File: config.mk
export PLATFORM = sky130hd
export DESIGN_NAME = cvds_coef
export DESIGN_NICKNAME = d
export VERILOG_FILES = /design/src/design/cvds_pkg.sv /design/src/design/cvds_coef.sv
export SDC_FILE = /design/constraint.sdc
export NUM_CORES = 2
export LEC_CHECK = 0
export BUFFER_PORTS_ARGS = -buffer_cell sky130_fd_sc_hd__buf_2
export CAP_MARGIN = 10
export CORE_MARGIN = 5
export CORE_UTILIZATION = 50
export CTS_BUF_LIST = sky130_fd_sc_hd__clkbuf_2
export DETAILED_ROUTE_END_ITERATION = 8
export PLACE_DENSITY_LB_ADDON = 0.25
export SLEW_MARGIN = 0
export SYNTH_ARGS = -nofsm -noshare
export SYNTH_HDL_FRONTEND = slang
export SYNTH_SLANG_ARGS = --single-unit
File: constraint.sdc
create_clock -name clk -period 11.5 [get_ports clk]
set_clock_uncertainty 0.15 [all_clocks]
set_input_delay 2.3 -clock clk [delete_from_list [all_inputs] [get_ports clk]]
set_output_delay 2.3 -clock clk [all_outputs]
set_load 0.02 [all_outputs]
File: src/design/cvds_pkg.sv
package cvds_pkg;

  // Linear-light precision and coefficient format
  localparam int LINEAR_FRAC_BITS_DEF = 16;
  localparam int COEF_FRAC = 14;
  localparam int COEF_W = 16;
  localparam int CODE_W = 8;
  localparam int CODES = 256;
  localparam int CHANNELS = 3;
  localparam int MAT_ENTRIES = 9;

  // Configuration port
  localparam int SEV_W = 9;
  localparam int CFG_DATA_W = 9;
  localparam int CFG_INDEX_W = 1;
  localparam logic [SEV_W-1:0] SEV_FULL = 9'd256;

  typedef enum logic [CFG_INDEX_W-1:0] {
    REG_DEFICIENCY_TYPE = 1'b0,
    REG_SEVERITY        = 1'b1
  } cfg_reg_t;

  typedef enum logic [1:0] {
    CVD_NORMAL = 2'd0,
    CVD_PROTAN = 2'd1,
    CVD_DEUTAN = 2'd2,
    CVD_TRITAN = 2'd3
  } cvd_type_t;

  typedef logic signed [COEF_W-1:0] coef_t;
  typedef coef_t [MAT_ENTRIES-1:0] coef_mat_t;

  // Pixel payloads
  typedef struct packed {
    logic [CODE_W-1:0] in_red;
    logic [CODE_W-1:0] in_green;
    logic [CODE_W-1:0] in_blue;
  } in_pixel_t;

  typedef struct packed {
    logic [CODE_W-1:0] out_red;
    logic [CODE_W-1:0] out_green;
    logic [CODE_W-1:0] out_blue;
  } out_pixel_t;

  // Stage load strobes, one per pipeline register
  typedef struct packed {
    logic ld_lin;
    logic ld_prod;
    logic ld_sum;
    logic ld_therm;
    logic ld_out;
  } pipe_ctl_t;

  localparam coef_t COEF_ONE = 16'sd16384;

  localparam coef_mat_t IDENT_MAT = {
    COEF_ONE, 16'sd0, 16'sd0,
    16'sd0, COEF_ONE, 16'sd0,
    16'sd0, 16'sd0, COEF_ONE
  };

  // Full dichromacy matrices in linear RGB, row major, Q2.14
  localparam coef_t TARGET_Q [4][MAT_ENTRIES] = '{
    '{16'sd16384, 16'sd0, 16'sd0, 16'sd0, 16'sd16384, 16'sd0, 16'sd0, 16'sd0, 16'sd16384},
    '{16'sd2495, 16'sd17246, -16'sd3357, 16'sd1876, 16'sd12882, 16'sd1626,
      -16'sd64, -16'sd788, 16'sd17236},
    '{16'sd6018, 16'sd14101, -16'sd3735, 16'sd4589, 16'sd11018, 16'sd777,
      -16'sd194, 16'sd704, 16'sd15874},
    '{16'sd20571, -16'sd1257, -16'sd2929, -16'sd1285, 16'sd15250, 16'sd2418,
      16'sd78, 16'sd11327, 16'sd4979}
  };

  // u^5 * 255^11, exact
  function automatic logic [255:0] pow_lhs(input logic [31:0] u);
    logic [255:0] acc;
    acc = 256'd1;
    for (int i = 0; i < 5; i++) acc = acc * 256'(u);
    for (int i = 0; i < 11; i++) acc = acc * 256'd255;
    return acc;
  endfunction

  // Smallest T with T / 2^frac_bits >= (code / 255)^2.2, exact integer search
  function automatic logic [31:0] lin_entry(input int frac_bits, input int code);
    logic [255:0] rhs;
    logic [255:0] lhs;
    logic [31:0] lo;
    logic [31:0] hi;
    logic [31:0] mid;
    rhs = 256'd1;
    for (int i = 0; i < 11; i++) rhs = rhs * 256'(code);
    rhs = rhs << (5 * frac_bits);
    lo = 32'd0;
    hi = 32'd1 << frac_bits;
    for (int j = 0; j < 32; j++) begin
      if (lo < hi) begin
        mid = lo + ((hi - lo + 32'd1) >> 1);
        lhs = pow_lhs(mid);
        if (lhs <= rhs) begin
          lo = mid;
        end else begin
          hi = mid - 32'd1;
        end
      end
    end
    lhs = pow_lhs(lo);
    return (lhs == rhs) ? lo : lo + 32'd1;
  endfunction

endpackage

File: src/design/cvds_coef.sv
module cvds_coef (
  input  logic                               clk,
  input  logic                               rst,
  input  logic                               cfg_write_en,
  input  logic [cvds_pkg::CFG_INDEX_W-1:0]   cfg_index,
  input  logic [cvds_pkg::CFG_DATA_W-1:0]    cfg_data,
  output cvds_pkg::coef_mat_t                coef
);
  import cvds_pkg::*;

  localparam int DIFF_W = COEF_W + 1;
  localparam int SCALE_W = DIFF_W + SEV_W + 1;
  localparam logic signed [SCALE_W-1:0] ROUND_HALF = SCALE_W'(128);

  cvd_type_t                  deficiency_type;
  cvd_type_t                  deficiency_type_next;
  logic [SEV_W-1:0]           severity;
  logic [SEV_W-1:0]           severity_next;
  logic [SEV_W-1:0]           sev_eff;
  logic signed [DIFF_W-1:0]   diff [MAT_ENTRIES];
  logic signed [SCALE_W-1:0]  scaled [MAT_ENTRIES];
  logic signed [SCALE_W-1:0]  rounded [MAT_ENTRIES];
  coef_mat_t                  coef_next;

  // Register write decode
  always_comb begin
    deficiency_type_next = deficiency_type;
    severity_next = severity;
    if (cfg_write_en) begin
      case (cfg_reg_t'(cfg_index))
        REG_DEFICIENCY_TYPE: deficiency_type_next = cvd_type_t'(cfg_data[1:0]);
        REG_SEVERITY:        severity_next = cfg_data;
        default:             ;
      endcase
    end
  end

  // Blend identity toward the target: I + round((T - I) * s / 256)
  always_comb begin
    sev_eff = (severity_next > SEV_FULL) ? SEV_FULL : severity_next;
    for (int i = 0; i < MAT_ENTRIES; i++) begin
      diff[i] = DIFF_W'(TARGET_Q[deficiency_type_next][i]) - DIFF_W'(IDENT_MAT[i]);
      scaled[i] = SCALE_W'(diff[i]) * SCALE_W'($signed({1'b0, sev_eff}));
      rounded[i] = (scaled[i] + ROUND_HALF) >>> 8;
      coef_next[i] = coef_t'(IDENT_MAT[i] + coef_t'(rounded[i]));
    end
  end

  // Coefficients follow the registers in the same edge as the write
  always_ff @(posedge clk) begin
    if (rst) begin
      deficiency_type <= CVD_NORMAL;
      severity <= '0;
      coef <= IDENT_MAT;
    end else begin
      deficiency_type <= deficiency_type_next;
      severity <= severity_next;
      coef <= coef_next;
    end
  end

  a_reset_identity: assert property (@(posedge clk) rst |=> coef == IDENT_MAT)
    else $error("coefficients not identity after reset");

endmodule

==> reports/metrics.cfg <==
[status]
status = finished clean

[timing]
fmaxAchievable_mhz = 101
final-max-slew-violation-count = 0
period_needed_ns = 9.91
finalSetupTns_ns = 0
worst_pin_slew_ns = 1.22
fin_ws_ns = 1.59
worst_hold_slack_ns = 0.395
setup_viol = 0
period_share = 0.862
rsz0062_at_grt = false
relSlewSlack = 0.186
hold_viol = 0

[cts]
cts_max_level = 4
cts_tree = yes
cts_resized = 0
cts_max_path_buffers = 2
ctsHoldBuffers = 0
cts_sinks = 154
cts_root_buffer = clkbuf_2
cts_made_buffers = 17
insertion_delay_ns = 1.06
cts_setup_buffers = 0
path_clk_slew_ns = 0.29

[hold_path]
hold_class = flip-flop to flip-flop

[worst_setup_path]
r2r-end = coef[143]$_SDFF_PP0_
worstPathMaxFanout = 14
startpoint = cfg_write_en
critPathKind = primary input to flip-flop
required_ns = 12.39
critPathLaunchType = primary input
crit_end = coef[143]$_SDFF_PP0_
worst-r2r-cell-count = 25
arrival_ns = 10.81
cp-end-kind = flip-flop
crit-reg2reg-launch = severity[4]$_SDFF_PP0_
reg2reg_slack_ns = 2.98

[yosys]
syn_nets = 5157
synth_area_mm2 = 0.0367
seq_area_frac_synth = 0.0840
synthFlopType = dfxtp_1
synthDistinctLibCells = 94
ys_ff_latch = 154
yosys_warnings = 0
syn_inst = 3800
avgSynthCellArea_um2 = 9.66
ys_async_sr_fraction = 0
synth_edf_count = 0

[grt]
grt_first_pass_wirelength_mm = 183
grt_max_degree = 82
grt_pass1_vias = 28712
grt.total_usage = 0.321
grt.overflow.total = 0
grt_antenna_before_repair = 5

[cells_and_area]
nNetsFinal = 5445
multiInputGateArea_mm2 = 0.0292
seqCellArea_mm2 = 0.00308
fillers = 6738
drive_above_1_share = 0.0988
area_growth_pct = 8.85

[detailed_routing]
routed-via-count = 27371
drc = 0
routedWlPerCell_um = 24.3
dr.pass1.iters = 7
drt_wl_total_mm = 123
drtIter0Drc = 2232
via_per_inst = 5.41
antenna_left = 0

[floorplanning]
dieArea_mm2 = 0.0789
die_h_um = 281
coreArea_mm2 = 0.0728
std_cell_rows = 99
start_util = 0.504
die_w_um = 281
num_io_pins = 157

[placed_design]
dp_hpwl_mm = 104
portBuffers = 155
dp_slack_ns = 0.724
gp_congestion = 1.10

[power]
power_mw = 2.79
p_leak_nw = 23.8
power.density_mw_per_mm2 = 69.9
max-vdd-ir-drop_mv = 0.0709

[job]
maxCapViolCount = 0

==> cells by family after synthesis <==
family,Yosys count,share of synthesized area
buffers and inverters,1168,0.120
AO/OA/AOI/OAI,338,0.0629
XOR/XNOR,208,0.0496
other,1,0.000102
flip-flops,154,0.0840
AND/OR/NAND/NOR,569,0.0758
multiplexers,16,0.00488
adder cells (fa/ha/maj),1346,0.602
==> sequential cells by signal (all words and copies together) (netlist names) <==
register	count
deficiency_type	2
coef	143
severity	9
==> layout by cell type (no fill, tap or decap), types with 15 or more instances in the layout <==
cell type,count
o21a_1,17
ha_1,642
nand4_1,19
buf_2,154
or3_1,17
inv_1,1110
a21oi_1,104
a211oi_1,15
nor2_1,209
nor2b_1,21
o21ai_0,35
and3_1,18
dfxtp_1,154
buf_4,162
nand3_1,23
and2_1,20
xnor2_1,140
nor3_1,45
fa_1,702
clkbuf_2,20
a21o_1,67
nand2_1,105
nand2b_1,18
xor2_1,68
==> critical path, stage by stage <==
cell and delay, ns:
buf_2 0.17, nand2_2 0.33, mux2i_1 0.70, a311oi_4 0.22, nor2_1 0.65, nand2_1 0.29, inv_1 0.37, ha_1 0.32
xnor2_1 0.49, fa_1 0.52, fa_1 0.40, fa_1 0.52, inv_1 0.05, fa_1 0.47, inv_1 0.04, ha_1 0.30
a211oi_1 0.31, o2bb2ai_1 0.11, a2111oi_0 0.53, a211oi_1 0.11, buf_4 0.20, a211oi_1 0.44, o21ai_1 0.12, buf_4 0.17
a311o_1 0.32, o21a_1 0.17, nor3_1 0.14
==> synth_stat cells (all sizes together) (21+ instances only) <==
library cell,n,area share
nand3,23,0.0031
and2,21,0.0036
nor3,54,0.0085
a21o,67,0.014
xnor2,140,0.033
dfxtp,154,0.084
fa,702,0.38
xor2,68,0.016
a21oi,104,0.014
nand2,107,0.011
nor2,215,0.022
clkbuf,39,0.0040
o21ai,40,0.0056
inv,1115,0.11
ha,642,0.22
nor2b,21,0.0036
==> layer usage <==
metal,track usage,vias up,part of all wire
li1,-,12216,-
met1,0.413,13644,0.39
met2,0.502,1155,0.44
met3,0.0861,354,0.097
met4,0.160,2,0.065
met5,0,-,0.000097
==> worst min-delay path by stage <==
stage,depth (start not counted),startpoint,slack (ns),to
after global placement,2,severity[0]$_SDFF_PP0_,0.37,severity[0]$_SDFF_PP0_
after CTS,2,severity[0]$_SDFF_PP0_,0.40,severity[0]$_SDFF_PP0_
final,2,severity[0]$_SDFF_PP0_,0.39,severity[0]$_SDFF_PP0_
after detailed placement,2,severity[0]$_SDFF_PP0_,0.37,severity[0]$_SDFF_PP0_
after floorplan,2,severity[0]$_SDFF_PP0_,0.34,severity[0]$_SDFF_PP0_
after global routing,2,severity[0]$_SDFF_PP0_,0.46,severity[0]$_SDFF_PP0_
==> area by class of cell <==
type,instances,area share
Antenna cell,3,0.000188
Clock buffer,20,0.00251
Clock inverter,11,0.00247
Inverter,1119,0.105
Multi-Input combinational cell,2478,0.732
Sequential cell,154,0.0772
Tap cell,959,0.0300
Timing Repair Buffer,318,0.0505
==> power by group <==
| part | total [mW] | internal, mW | switching, mW |
|---|---|---|---|
| clock | 0.322 | 0.0788 | 0.243 |
| sequential | 0.660 | 0.633 | 0.0264 |
| combinational | 1.81 | 0.706 | 1.11 |
| total | 2.79 | 1.42 | 1.38 |
==> per-stage QoR <==
| step | area (um^2) | utilization | cells |
|---|---|---|---|
| global placement | 39700 | 0.546 | 5028 |
| finish | 39900 | 0.548 | 5062 |
| floorplan | 36700 | - | 3800 |
| detailed placement | 39700 | 0.546 | 5028 |
| global route | 39900 | 0.548 | 5060 |
| CTS | 39900 | 0.548 | 5059 |
(Power assumes the default switching activity.)
